$ cat config.mk
export PLATFORM = sky130hd
export DESIGN_NAME = visual_crypto_share_expander_top
export DESIGN_NICKNAME = d
export VERILOG_FILES = /design/src/sv/vcse_pkg.sv /design/src/sv/vcse_ram.sv /design/src/sv/vcse_pack.sv /design/src/sv/visual_crypto_share_expander_top.sv
export SDC_FILE = /design/constraint.sdc
export NUM_CORES = 1
export LEC_CHECK = 0
export BUFFER_PORTS_ARGS = -buffer_cell sky130_fd_sc_hd__buf_4
export CAP_MARGIN = 5
export CORE_MARGIN = 2
export CORE_UTILIZATION = 45
export CTS_CLUSTER_SIZE = 28
export DETAILED_ROUTE_END_ITERATION = 16
export PLACE_DENSITY_LB_ADDON = 0.2
export SYNTH_ARGS = -nofsm -noshare
export SYNTH_HDL_FRONTEND = slang
export SYNTH_SLANG_ARGS = --single-unit
export TNS_END_PERCENT = 1
$ cat constraint.sdc
create_clock -name clk -period 5.6 [get_ports clk]
set_clock_uncertainty 0.15 [all_clocks]
set_input_delay 0.28 -clock clk [delete_from_list [all_inputs] [get_ports clk]]
set_output_delay 0.28 -clock clk [all_outputs]
set_load 0.005 [all_outputs]
$ cat src/sv/vcse_pkg.sv
// Package: constants, types and state codes of the share expander.
`timescale 1ns / 1ps
`default_nettype none

package vcse_pkg;

	localparam int MAX_WIDTH   = 128;
	localparam int STORE_DEPTH = (MAX_WIDTH + 3) / 4;
	localparam int SLOT_W      = $clog2(STORE_DEPTH);
	localparam int COL_W       = $clog2(MAX_WIDTH);

	localparam logic [7:0] WIDTH_RESET = 8'd8;

	// Subpixel pair codes.
	localparam logic [1:0] PAIR_10 = 2'b10;
	localparam logic [1:0] PAIR_01 = 2'b01;

	typedef enum logic [2:0] {
		S_IDLE = 3'b001,
		S_READ = 3'b010,
		S_EMIT = 3'b100
	} state_t;

	// What the packer decides for one accepted item.
	typedef struct packed {
		logic              emit;
		logic              row_end;
		logic [7:0]        share_one;
		logic [7:0]        share_two;
		logic              we;
		logic [SLOT_W-1:0] slot;
		logic [15:0]       store_data;
	} pack_res_t;

endpackage

`default_nettype wire

$ cat src/sv/vcse_ram.sv
// Generic single-write, single-read RAM with registered read data.
`timescale 1ns / 1ps
`default_nettype none

module vcse_ram #(
	parameter int WIDTH = 16,
	parameter int DEPTH = 32
) (
	input  wire logic                     clk,
	input  wire logic                     we,
	input  wire logic [$clog2(DEPTH)-1:0] waddr,
	input  wire logic [WIDTH-1:0]         wdata,
	input  wire logic                     re,
	input  wire logic [$clog2(DEPTH)-1:0] raddr,
	output      logic [WIDTH-1:0]         rdata
);

	logic [WIDTH-1:0] mem_q [DEPTH];

	always_ff @(posedge clk) begin
		if (we) begin
			mem_q[waddr] <= wdata;
		end
		if (re) begin
			rdata <= mem_q[raddr];
		end
	end

endmodule

`default_nettype wire

$ cat src/sv/vcse_pack.sv
// Subpixel expansion, top-row packing and bottom-row byte building.
`timescale 1ns / 1ps
`default_nettype none

module vcse_pack
	import vcse_pkg::*;
(
	input  wire logic       clk,
	input  wire logic       arst_n,
	input  wire logic       accept,
	input  wire logic       pixel_bit,
	input  wire logic       key_bit,
	input  wire logic [7:0] eff_width,
	output      pack_res_t  res
);

	logic [COL_W-1:0] col_q;
	logic [5:0]       top1_q, top2_q, bot1_q, bot2_q;

	logic [1:0] top1, top2;
	logic [7:0] top1_n, top2_n, bot1_n, bot2_n;
	logic [7:0] taken;
	logic [1:0] phase, neg_phase;
	logic [2:0] shamt;
	logic       full, row_end;
	logic [7:0] bot1_sh, bot2_sh;

	always_comb begin
		top1      = key_bit ? PAIR_01 : PAIR_10;
		top2      = (pixel_bit ^ key_bit) ? PAIR_01 : PAIR_10;
		top1_n    = {top1_q, top1};
		top2_n    = {top2_q, top2};
		bot1_n    = {bot1_q, ~top1};
		bot2_n    = {bot2_q, ~top2};
		taken     = {1'b0, col_q} + 8'd1;
		phase     = taken[1:0];
		full      = (phase == 2'd0);
		row_end   = (taken >= eff_width);
		// pad a partial byte: shift left by two bits per missing pixel
		neg_phase = 2'd0 - phase;
		shamt     = {neg_phase, 1'b0};
		bot1_sh   = bot1_n << shamt;
		bot2_sh   = bot2_n << shamt;

		res.emit       = full || row_end;
		res.row_end    = row_end;
		res.share_one  = top1_n << shamt;
		res.share_two  = top2_n << shamt;
		res.we         = full || row_end;
		res.slot       = col_q[COL_W-1:2];
		res.store_data = {bot1_sh, bot2_sh};
	end

	always_ff @(posedge clk or negedge arst_n) begin
		if (!arst_n) begin
			col_q  <= '0;
			top1_q <= '0;
			top2_q <= '0;
			bot1_q <= '0;
			bot2_q <= '0;
		end else if (accept) begin
			if (row_end) begin
				col_q <= '0;
			end else begin
				col_q <= taken[COL_W-1:0];
			end
			if (row_end || full) begin
				top1_q <= '0;
				top2_q <= '0;
				bot1_q <= '0;
				bot2_q <= '0;
			end else begin
				top1_q <= top1_n[5:0];
				top2_q <= top2_n[5:0];
				bot1_q <= bot1_n[5:0];
				bot2_q <= bot2_n[5:0];
			end
		end
	end

endmodule

`default_nettype wire

$ cat src/sv/visual_crypto_share_expander_top.sv
// Top level: stream ports, width register, drain sequencer and result register.
//
//   channel   dir   handshake          payload
//   s_*       in    s_tvalid/s_tready  s_tdata: pixel_bit, key_bit
//   m_*       out   m_tvalid/m_tready  m_tdata: share_one_byte, share_two_byte; m_tlast: last
//   cfg_*     in    cfg_we             cfg_wdata: image_width
//
// An item that ends no row is taken in S_IDLE. A row-end item goes on to S_READ, the
// first read of the bottom-row RAM, then to S_EMIT, one bottom byte per cycle unless
// stalled, ceil(pixels / 4) bytes, at most 32: the RAM's single read port sets that pace.
// Reset clears the counters, accumulators and sequencer; the RAM is not cleared,
// since a row reads back only entries it has written. A stall on m_tready holds the
// result register and stops the drain and input acceptance.
`timescale 1ns / 1ps
`default_nettype none

module visual_crypto_share_expander_top
	import vcse_pkg::*;
(
	input  wire logic        clk,
	input  wire logic        arst_n,
	input  wire logic        s_tvalid,
	output      logic        s_tready,
	input  wire logic [7:0]  s_tdata,   // [0] pixel_bit, [1] key_bit, [7:2] zero
	output      logic        m_tvalid,
	input  wire logic        m_tready,
	output      logic [15:0] m_tdata,   // [7:0] share_one_byte, [15:8] share_two_byte
	output      logic        m_tlast,
	input  wire logic        cfg_we,
	input  wire logic [7:0]  cfg_wdata
);

	state_t            state_q;
	logic [SLOT_W-1:0] idx_q, end_q;
	logic [7:0]        width_q;
	logic              ov_q, ol_q;
	logic [15:0]       od_q;

	logic [7:0]        eff_width;
	logic              out_free, accept;
	pack_res_t         res;
	logic              ram_re;
	logic [SLOT_W-1:0] ram_raddr;
	logic [15:0]       ram_rdata;

	always_comb begin
		priority if (width_q == 8'd0) begin
			eff_width = 8'd1;
		end else if (width_q > 8'(MAX_WIDTH)) begin
			eff_width = 8'(MAX_WIDTH);
		end else begin
			eff_width = width_q;
		end
	end

	assign out_free = !ov_q || m_tready;
	assign s_tready = (state_q == S_IDLE) && out_free;
	assign accept   = s_tvalid && s_tready;
	assign m_tvalid = ov_q;
	assign m_tdata  = od_q;
	assign m_tlast  = ol_q;

	vcse_pack u_pack (
		.clk       (clk),
		.arst_n    (arst_n),
		.accept    (accept),
		.pixel_bit (s_tdata[0]),
		.key_bit   (s_tdata[1]),
		.eff_width (eff_width),
		.res       (res)
	);

	// prefetch the next bottom byte as the current one moves to the result register
	always_comb begin
		unique case (state_q)
			S_READ: begin
				ram_re    = 1'b1;
				ram_raddr = idx_q;
			end
			S_EMIT: begin
				ram_re    = out_free && (idx_q != end_q);
				ram_raddr = idx_q + SLOT_W'(1);
			end
			default: begin
				ram_re    = 1'b0;
				ram_raddr = idx_q;
			end
		endcase
	end

	vcse_ram #(
		.WIDTH (16),
		.DEPTH (STORE_DEPTH)
	) u_store (
		.clk   (clk),
		.we    (accept && res.we),
		.waddr (res.slot),
		.wdata (res.store_data),
		.re    (ram_re),
		.raddr (ram_raddr),
		.rdata (ram_rdata)
	);

	always_ff @(posedge clk or negedge arst_n) begin
		if (!arst_n) begin
			state_q <= S_IDLE;
			idx_q   <= '0;
			end_q   <= '0;
			width_q <= WIDTH_RESET;
			ov_q    <= 1'b0;
		end else begin
			if (cfg_we) begin
				width_q <= cfg_wdata;
			end
			unique case (state_q)
				S_IDLE: begin
					if (accept && res.emit) begin
						ov_q <= 1'b1;
					end else if (m_tready) begin
						ov_q <= 1'b0;
					end
					if (accept && res.row_end) begin
						state_q <= S_READ;
						idx_q   <= '0;
						end_q   <= res.slot;
					end
				end
				S_READ: begin
					if (m_tready) begin
						ov_q <= 1'b0;
					end
					state_q <= S_EMIT;
				end
				S_EMIT: begin
					if (out_free) begin
						ov_q <= 1'b1;
						if (idx_q == end_q) begin
							state_q <= S_IDLE;
						end else begin
							idx_q <= idx_q + SLOT_W'(1);
						end
					end
				end
				default: begin
					if (m_tready) begin
						ov_q <= 1'b0;
					end
					state_q <= S_IDLE;
				end
			endcase
		end
	end

	// result payload
	always_ff @(posedge clk) begin
		if (state_q == S_IDLE && accept && res.emit) begin
			od_q <= {res.share_two, res.share_one};
			ol_q <= !res.row_end;
		end else if (state_q == S_EMIT && out_free) begin
			od_q <= {ram_rdata[7:0], ram_rdata[15:8]};
			ol_q <= (idx_q == end_q);
		end
	end

endmodule

`default_nettype wire

==> PnR_summary.wiki, run 1 <==
{| class="wikitable"
! Metric !! Value
|-
| Highest fanout seen on the critical path || 20
|-
| Global route overflow || 0
|-
| Total of cells resized after clock tree synthesis || 0
|-
| Register area share after synthesis || 74.8%
|-
| Ratio of final minimum period to clock period || 76.4%
|-
| Number of CTS-inserted buffers || 57
|-
| Area of the core || 51200 um2
|-
| Vias per cell || 5.71
|-
| Final hold slack || 0.0586 ns
|-
| RSZ-0062 raised after global routing || false
|-
| Setup slack of the critical path after layout || 1.32 ns
|-
| Worst min-delay path category || primary input to async pin
|-
| # IOs || 40
|-
| Data required time of the worst path || 5.79 ns
|-
| Antenna violations before repair || 1
|-
| Leakage || 8.63 nW
|-
| Gr usage total || 21.1%
|-
| Final Hold Vio Count || 0
|-
| Final antenna diode count || 0
|-
| Residual DRC count || 0
|-
| DP Worst Slack || 1.28 ns
|-
| Met2 wire length || 27.9 mm
|-
| Summed negative setup slack over all endpoints || 0 ns
|-
| # setup viols final || 0
|-
| # fillers || 4094
|-
| Data arrival time of the worst path || 4.47 ns
|-
| Wire length of the first global-routing pass || 82.0 mm
|-
| Top-area cell type share of the netlist area || 70.4%
|-
| Most frequently used flop master after synthesis || sky130_fd_sc_hd__edfxtp_1
|-
| Via count of the first global-routing pass || 12700
|-
| IR drop worst, VDD || 0.000481 V
|-
| Floorplan die area || 53500 um2
|-
| GPL Wtd Cong || 0.771
|-
| Cell family with the largest share of critical-path delay || simple AND/OR/NAND/NOR gates
|-
| Number of buffer and inverter instances along the worst setup path || 2
|-
| Share of cells above drive strength 1 || 20.4%
|-
| Share of flip-flops with an asynchronous set or reset || 7.00%
|-
| Fin util || 52.0%
|-
| Headroom to the max-slew limit || 20.5%
|-
| # port buffers || 33
|-
| Average footprint of a synthesized cell || 17.3 um2
|-
| Sequential fraction of design power || 49.1%
|-
| Category of the most critical setup path || flop to flop
|-
| Met3 layer wire length in the routed design || 2.68 mm
|-
| Largest net degree at the start of global routing || 60
|-
| #FFs+latches synth || 586
|-
| Footprint of the multi-input gates || 5610 um2
|-
| Clock insertion delay at the later pin of the skew report || 0.64 ns
|-
| Synthesized instance count || 1341
|-
| Routed len/inst || 25.3 um
|-
| Slowest stage cell, crit path || sky130_fd_sc_hd__o31ai_1
|-
| Slowest stage delay, CP || 0.77 ns
|-
| Outcome || finished, final reports clean
|-
| Highest routed metal layer || met4
|-
| CP Cell Sequence || or3b_1 > inv_1 > ha_4 > nand2b_1 > buf_4 > o22ai_1 > o31ai_1 > a31oi_1
|-
| Routed length on met1 || 23.1 mm
|-
| Total standard cell area after synthesis || 23200 um2
|-
| Critical path startpoint category || flop
|-
| Total detailed-routing wirelength || 54.9 mm
|-
| Peak Freq || 0.234 GHz
|-
| Maximum capacitance violations || 0
|-
| Post-CTS clock slew at the launch and capture registers of the worst setup and hold paths || 0.06 ns
|-
| Type of element capturing the critical path || flop
|-
| Switching share of total power || 29.6%
|-
| Row count || 83
|-
| Pre-antenna DRT Iters || 5
|-
| FF-to-FF End || u_store.rdata[4]$_DFFE_PP_
|-
| Horizontal die dimension || 231 um
|-
| FF-to-FF Start || state_q[0]$_DFFE_PN1P_
|-
| Initial Util || 45.4%
|-
| Instance area at placement || 24600 um2
|-
| Die height || 231 um
|-
| Post-layout minimum cycle time || 4.28 ns
|-
| # H-tree levels || 2
|-
| Nets in the synthesized netlist || 1374
|-
| TritonCTS clock tree || done
|-
| Remaining number of nets flagged by the antenna check after routing || 0
|-
| Register-to-Register Path Depth || 8
|-
| Final instance area || 26600 um2
|-
| Drt initial violations || 1134
|-
| Final Max Tran Viols || 0
|-
| Distinct cells, synth || 55
|-
| Cell type with the highest aggregate area in the netlist || sky130_fd_sc_hd__edfxtp_1
|-
| Net Switching || 3.57 mW
|-
| Clock sink total || 586
|-
| HPWL reported at the end of detailed placement || 31.5 mm
|-
| Buffer levels on the longest clock path || 3
|-
| Clock root cell || sky130_fd_sc_hd__clkbuf_16
|-
| Dominant cells by area after synthesis || sky130_fd_sc_hd__edfxtp_1 (70%), sky130_fd_sc_hd__mux4_2 (6.4%), sky130_fd_sc_hd__dfrtp_1 (4.2%)
|-
| Reg2reg setup slack || 1.32 ns
|-
| Design internal power || 8.47 mW
|-
| Count of nets after finishing || 1477
|-
| EDFF count, synth || 545
|-
| Area occupied by registers || 17400 um2
|-
| Layout area overhead || 14.6%
|-
| Yosys warns || 0
|-
| Combinational share of power || 20.4%
|-
| Worst slew pin tran || 1.19 ns
|-
| Power Dens Cells || 452 nW/um2
|-
| Portion of total power attributed to the clock network || 30.5%
|-
| Routed vias || 12400
|}
[state kept, by name, indices dropped and copies added (netlist names)]
register       count
end_q              5
idx_q              5
m_tdata           16
m_tlast            1
m_tvalid           1
state_q            3
u_pack.bot1_q      5
u_pack.bot2_q      5
u_pack.col_q       7
u_pack.top1_q      1
u_pack.top2_q      1
u_store.mem_q    512
u_store.rdata     16
width_q            8
[logic make-up after synthesis]
logic type,share of synthesized area [%]
mux,11.9
flops,74.8
xor+xnor,0.565
buf+inv,1.61
fa+ha+maj,0.646
compound gates,5.50
simple gates,4.94
[through the flow]
stage / power, mW / instances
floorplan: 7.24 / 1341
global placement: 8.40 / 2044
detailed placement: 8.47 / 2044
CTS: 12.1 / 2168
global route: 12.5 / 2168
finish: 12.0 / 2168
[layout make-up]
cell class	count	share of cell area, %
Sequential cell	586	65.3
Multi-Input combinational cell	673	21.1
Clock buffer	80	5.83
Timing Repair Buffer	114	3.55
Tap cell	680	3.19
Clock inverter	23	0.869
Inverter	12	0.169
[Yosys cell counts, drive strengths merged (2+ instances only)]
cell / n
nand4: 4
and3: 5
or2: 2
nand3: 8
xnor2: 10
nand2: 128
mux4: 66
or3: 2
nand2b: 10
nand3b: 2
a21oi: 59
o21ai: 20
edfxtp: 545
or3b: 2
nor2: 54
inv: 11
nor2b: 3
a21o: 5
a22oi: 18
buf: 33
mux2i: 94
a31oi: 21
o22ai: 48
clkbuf: 37
dfstp: 2
dfrtp: 39
o31ai: 14
a22o: 12
nor4: 3
ha: 12
nor3: 5
or4: 16
mux2: 30
and2: 4
xor2: 5
[worst max path at each step]
stage / from / endpoint / cells after the start / slack, ns
after floorplan: u_pack.col_q[0]$_DFFE_PN0P_ / m_tdata[10]$_DFFE_PP_ / 6 / 2.16
after global placement: state_q[0]$_DFFE_PN1P_ / u_store.rdata[4]$_DFFE_PP_ / 8 / 1.31
after detailed placement: state_q[0]$_DFFE_PN1P_ / u_store.rdata[4]$_DFFE_PP_ / 8 / 1.28
after CTS: state_q[0]$_DFFE_PN1P_ / u_store.rdata[4]$_DFFE_PP_ / 8 / 1.29
after global routing: state_q[0]$_DFFE_PN1P_ / u_store.rdata[15]$_DFFE_PP_ / 8 / 1.04
final: state_q[0]$_DFFE_PN1P_ / u_store.rdata[4]$_DFFE_PP_ / 8 / 1.32
[per-layer routing]
| metal | vias to the layer above | global-route usage, % |
|---|---|---|
| met4 | 0 | 6.11 |
| met5 | - | 0 |
| met1 | 6477 | 28.0 |
| li1 | 5524 | - |
| met2 | 305 | 36.0 |
| met3 | 77 | 3.25 |
[power by group through the flow]
stage	Combinational (mW)	Sequential [mW]	Clock (mW)
final	2.45	5.91	3.67
after CTS	2.48	5.91	3.74
after floorplan	1.25	5.99	0
after global placement	2.40	5.99	0
after detailed placement	2.47	6.00	0
after global routing	2.66	5.93	3.90
[repair_timing]
action                     4_1_cts  5_1_grt
setup buffers                    0        0
hold endpoints to repair        54        0
hold buffers                    21        0
setup endpoints to repair        0        0
[cell usage in the layout, fill, tap and decap left out, types with 38 or more instances in the layout]
cell type                   instances
sky130_fd_sc_hd__dfrtp_1           39
sky130_fd_sc_hd__edfxtp_1         545
sky130_fd_sc_hd__buf_4             90
sky130_fd_sc_hd__clkbuf_16         57
sky130_fd_sc_hd__mux2i_1           94
sky130_fd_sc_hd__a21oi_1           57
sky130_fd_sc_hd__mux4_2            66
sky130_fd_sc_hd__nand2_1          124
sky130_fd_sc_hd__nor2_1            38
sky130_fd_sc_hd__o22ai_1           48
No activity file was read; power rests on OpenSTA's default activity.
==> run 2: changes to the inputs <==
- ABC_AREA: default -> 1
- clock period: 5.6 -> 4.1 ns (I/O delays scaled with it)
==> run 2 against run 1 <==
  * Clock-buffer cell count is 5 lower
  * Worst setup slack lost 0.91 ns
  * Utilization is essentially flat
  * Sequential share of layout area is 3.1 points lower
  * Critical path type unchanged
  * Worst hold slack better by 0.19 ns
  * Maximum frequency up 16%
==> PnR_summary.wiki, run 2 <==
{| class="wikitable"
! Metric !! Value
|-
| Pre-antenna DRT Iters || 5 (unchanged)
|-
| Register-to-Register Path Depth || 18 (+10)
|-
| FF-to-FF Start || width_q[3]$_DFFE_PN1P_
|-
| Most numerous cell types in the synthesized netlist || sky130_fd_sc_hd__nand2_1 (551), sky130_fd_sc_hd__edfxtp_1 (545), sky130_fd_sc_hd__nand3_1 (346)
|-
| Final instance area || 28000 um2 (+5.0%)
|-
| Ratio of final minimum period to clock period || 89.8% (+13 points)
|-
| Remaining number of nets flagged by the antenna check after routing || 0 (unchanged)
|-
| Total standard cell area after synthesis || 24500 um2 (+5.3%)
|-
| Average footprint of a synthesized cell || 11.7 um2 (-33%)
|-
| Largest net degree at the start of global routing || 128 (+110%)
|-
| Final Max Tran Viols || 0 (unchanged)
|-
| Headroom to the max-slew limit || 45.4% (+25 points)
|-
| Number of flip-flops under the largest register name || 512 (unchanged)
|-
| Leading cell type by number of instances after synthesis || sky130_fd_sc_hd__nand2_1
|-
| Power Dens Cells || 597 nW/um2 (+32%)
|-
| Final antenna diode count || 0 (unchanged)
|-
| Number of CTS-inserted buffers || 59 (+3.5%)
|-
| Fin util || 52.0% (about the same)
|-
| Most common library cell in the layout ignoring fill and taps || sky130_fd_sc_hd__nand2_1
|-
| Post-CTS clock slew at the launch and capture registers of the worst setup and hold paths || 0.06 ns (about the same)
|-
| Peak Freq || 0.271 GHz (+16%)
|-
| GPL Wtd Cong || 0.860 (+12%)
|-
| Dominant combinational cell family by area after synthesis || simple AND/OR/NAND/NOR gates
|-
| Antenna violations before repair || 0 (-1)
|-
| Top-area cell type share of the netlist area || 66.9% (-3.5 points)
|-
| Footprint of the multi-input gates || 6390 um2 (+14%)
|-
| EDFF count, synth || 545 (unchanged)
|-
| Nets in the synthesized netlist || 2130 (+55%)
|-
| HPWL reported at the end of detailed placement || 36.5 mm (+16%)
|-
| Total power draw || 16.7 mW (+39%)
|-
| Worst hold path endpoint || width_q[3]$_DFFE_PN1P_
|-
| Dominant cells by area after synthesis || sky130_fd_sc_hd__edfxtp_1 (67%), sky130_fd_sc_hd__nand2_1 (8.5%), sky130_fd_sc_hd__nand3_1 (7.1%)
|-
| Maximum capacitance violations || 0 (unchanged)
|-
| Area of the core || 53800 um2 (+5.1%)
|-
| # H-tree levels || 2 (unchanged)
|-
| #FFs+latches synth || 586 (unchanged)
|-
| TritonCTS clock tree || done
|-
| Wire length of the first global-routing pass || 94.9 mm (+16%)
|-
| Via count of the first global-routing pass || 15400 (+22%)
|-
| Worst min-delay path category || primary input to flop
|-
| # port buffers || 33 (unchanged)
|-
| # IOs || 40 (unchanged)
|-
| Critical path startpoint category || flop
|-
| Worst slew pin tran || 0.817 ns (-0.376 ns)
|-
| Register area share after synthesis || 71.1% (-3.8 points)
|-
| Instance area at placement || 25900 um2 (+4.9%)
|-
| Row count || 85 (+2.4%)
|-
| Leakage || 10.3 nW (+19%)
|-
| Highest fanout seen on the critical path || 9 (-55%)
|-
| Proportion of synthesized area in mux cells || 0.506% (-11 points)
|-
| Cell type with the highest aggregate area in the netlist || sky130_fd_sc_hd__edfxtp_1
|-
| Final Hold Vio Count || 0 (unchanged)
|-
| Clock root cell || sky130_fd_sc_hd__clkbuf_16
|-
| Post-layout minimum cycle time || 3.68 ns (-0.594 ns)
|-
| Worst hold start || cfg_we
|-
| Commonest non-fill, non-tap cells in the layout || sky130_fd_sc_hd__nand2_1 (549), sky130_fd_sc_hd__edfxtp_1 (545), sky130_fd_sc_hd__nand3_1 (346), sky130_fd_sc_hd__o21ai_0 (121)
|-
| Total of cells resized after clock tree synthesis || 0 (unchanged)
|-
| Die height || 237 um (+2.6%)
|-
| # fillers || 4626 (+13%)
|-
| Total setup buffers inserted after CTS || 0 (unchanged)
|-
| Number of buffers inserted for hold repair after clock tree synthesis || 28 (+33%)
|-
| Area occupied by registers || 17400 um2 (unchanged)
|-
| Outcome || finished, final reports clean
|-
| Initial Util || 45.5% (+0.085 points)
|-
| IR drop worst, VDD || 0.000498 V (+3.6%)
|-
| Filler-free cell count of the finished design || 2930 (+35%)
|-
| Synth Area in Compound Gates || 4.98% (-0.52 points)
|-
| Top reg by flops || u_store.mem_q
|-
| Adder-cell share of the synthesized area || 0.613% (-0.033 points)
|-
| Data arrival time of the worst path || 3.86 ns (-0.61 ns)
|-
| Clock insertion delay at the later pin of the skew report || 0.63 ns (about the same)
|-
| Most frequently used flop master after synthesis || sky130_fd_sc_hd__edfxtp_1
|-
| Count of nets after finishing || 2218 (+50%)
|-
| Summed negative setup slack over all endpoints || 0 ns (unchanged)
|-
| Synthesized instance count || 2097 (+56%)
|-
| Share of cells above drive strength 1 || 13.4% (-7.0 points)
|-
| Layout area overhead || 14.3%
|-
| Vias per cell || 5.50 (-3.7%)
|-
| Routed len/inst || 21.7 um (-14%)
|-
| Buffer levels on the longest clock path || 3 (unchanged)
|-
| Source of the critical timing path || width_q[3]$_DFFE_PN1P_
|-
| FF-to-FF End || u_store.mem_q[2][2]$_DFFE_PP_
|-
| Clock sink total || 586 (unchanged)
|-
| Yosys warns || 0 (unchanged)
|-
| Xor/xnor cell area share of the yosys netlist || 0.179% (-0.39 points)
|-
| Number of instances in the placed design || 2792 (+37%)
|-
| Drt initial violations || 1798 (+59%)
|-
| Floorplan die area || 56300 um2 (+5.2%)
|-
| Residual DRC count || 0 (unchanged)
|-
| Share of flip-flops with an asynchronous set or reset || 7.00% (unchanged)
|-
| Reg2reg setup slack || 0.42 ns (-0.91 ns)
|-
| Category of the most critical setup path || flop to flop
|-
| Global route overflow || 0 (unchanged)
|-
| Worst Hold Depth || 3
|-
| Type of element capturing the critical path || flop
|-
| Simple-gate share of the synthesized area || 19.6% (+15 points)
|-
| Data required time of the worst path || 4.28 ns (-1.51 ns)
|-
| Distinct cells, synth || 38 (-31%)
|-
| Routed vias || 16100 (+30%)
|-
| # setup viols final || 0 (unchanged)
|-
| RSZ-0062 raised after global routing || false
|-
| Gr usage total || 22.6% (+1.5 points)
|-
| Horizontal die dimension || 237 um (+2.6%)
|-
| Total detailed-routing wirelength || 63.6 mm (+16%)
|}
[run 2: cell types whose count changed in the layout (fill, tap and decap cells not counted), sizes merged, moves of 43 or more]
cell    delta
or2       +71
nor2      +58
a21boi    +55
o22ai     -43
nand3    +338
mux2i     -85
o21ai    +109
nand2    +425
a21oi     -53
mux4      -66
inv       +55
[run 2: metrics by stage]
stage,setup WS [ns],hold slack [ns]
floorplan,0.637,-0.241
global placement,0.509,0.0765
detailed placement,0.515,0.0777
CTS,0.485,0.199
global route,0.237,0.277
finish,0.416,0.248
[run 2: cells by family after synthesis]
logic type	count (synthesis)
buffers and inverters	179
XOR/XNOR	5
adder cells (fa/ha/maj)	12
AO/OA/AOI/OAI	206
multiplexers	12
AND/OR/NAND/NOR	1097
flip-flops	586
[run 2: area by class of cell]
| class | count | area share (%) |
|---|---|---|
| Sequential cell | 586 | 62.2 |
| Inverter | 64 | 0.876 |
| Clock buffer | 75 | 5.57 |
| Clock inverter | 35 | 0.984 |
| Multi-Input combinational cell | 1332 | 22.8 |
| Tap cell | 696 | 3.11 |
| Timing Repair Buffer | 142 | 4.45 |
[run 2: worst max path at each step]
stage / endpoint / slack, ns / cells after the start
floorplan: m_tdata[0]$_DFFE_PP_ / 0.64 / 18
global placement: u_store.mem_q[2][2]$_DFFE_PP_ / 0.51 / 18
detailed placement: u_store.mem_q[2][2]$_DFFE_PP_ / 0.51 / 18
CTS: u_store.mem_q[2][2]$_DFFE_PP_ / 0.48 / 18
global route: u_store.mem_q[2][3]$_DFFE_PP_ / 0.24 / 18
finish: u_store.mem_q[2][2]$_DFFE_PP_ / 0.42 / 18
[run 2: worst max-delay path: stages, from the launching register on]
cell,delay [ns]
sky130_fd_sc_hd__dfstp_2,0.38
sky130_fd_sc_hd__inv_1,0.09
sky130_fd_sc_hd__nand4_1,0.11
sky130_fd_sc_hd__nor4_1,0.26
sky130_fd_sc_hd__nor2_1,0.10
sky130_fd_sc_hd__inv_1,0.16
sky130_fd_sc_hd__nand2_1,0.09
sky130_fd_sc_hd__ha_1,0.30
sky130_fd_sc_hd__nand2_1,0.07
sky130_fd_sc_hd__nor2_1,0.11
sky130_fd_sc_hd__nor2_1,0.04
sky130_fd_sc_hd__nand2_1,0.05
sky130_fd_sc_hd__nand2_1,0.05
sky130_fd_sc_hd__nand2_1,0.14
sky130_fd_sc_hd__nor2_4,0.09
sky130_fd_sc_hd__inv_2,0.14
sky130_fd_sc_hd__nand4_2,0.40
sky130_fd_sc_hd__nor2_1,0.38
sky130_fd_sc_hd__buf_4,0.26
[run 2: power by group]
group	switching, mW	internal, mW	total (mW)	leakage (nW)
logic	2.73	0.681	3.41	3.90
registers	0.134	7.98	8.12	5.51
clock network	2.28	2.88	5.16	0.878
total	5.15	11.5	16.7	10.3
[run 2: per-layer routing]
metal	vias up	GRT usage, %	part of all wire, %
met1	7894	30.6	43
met4	0	9.09	3.7
li1	7545	-	-
met2	560	37.0	48
met5	-	0	0
met3	118	3.15	6.3
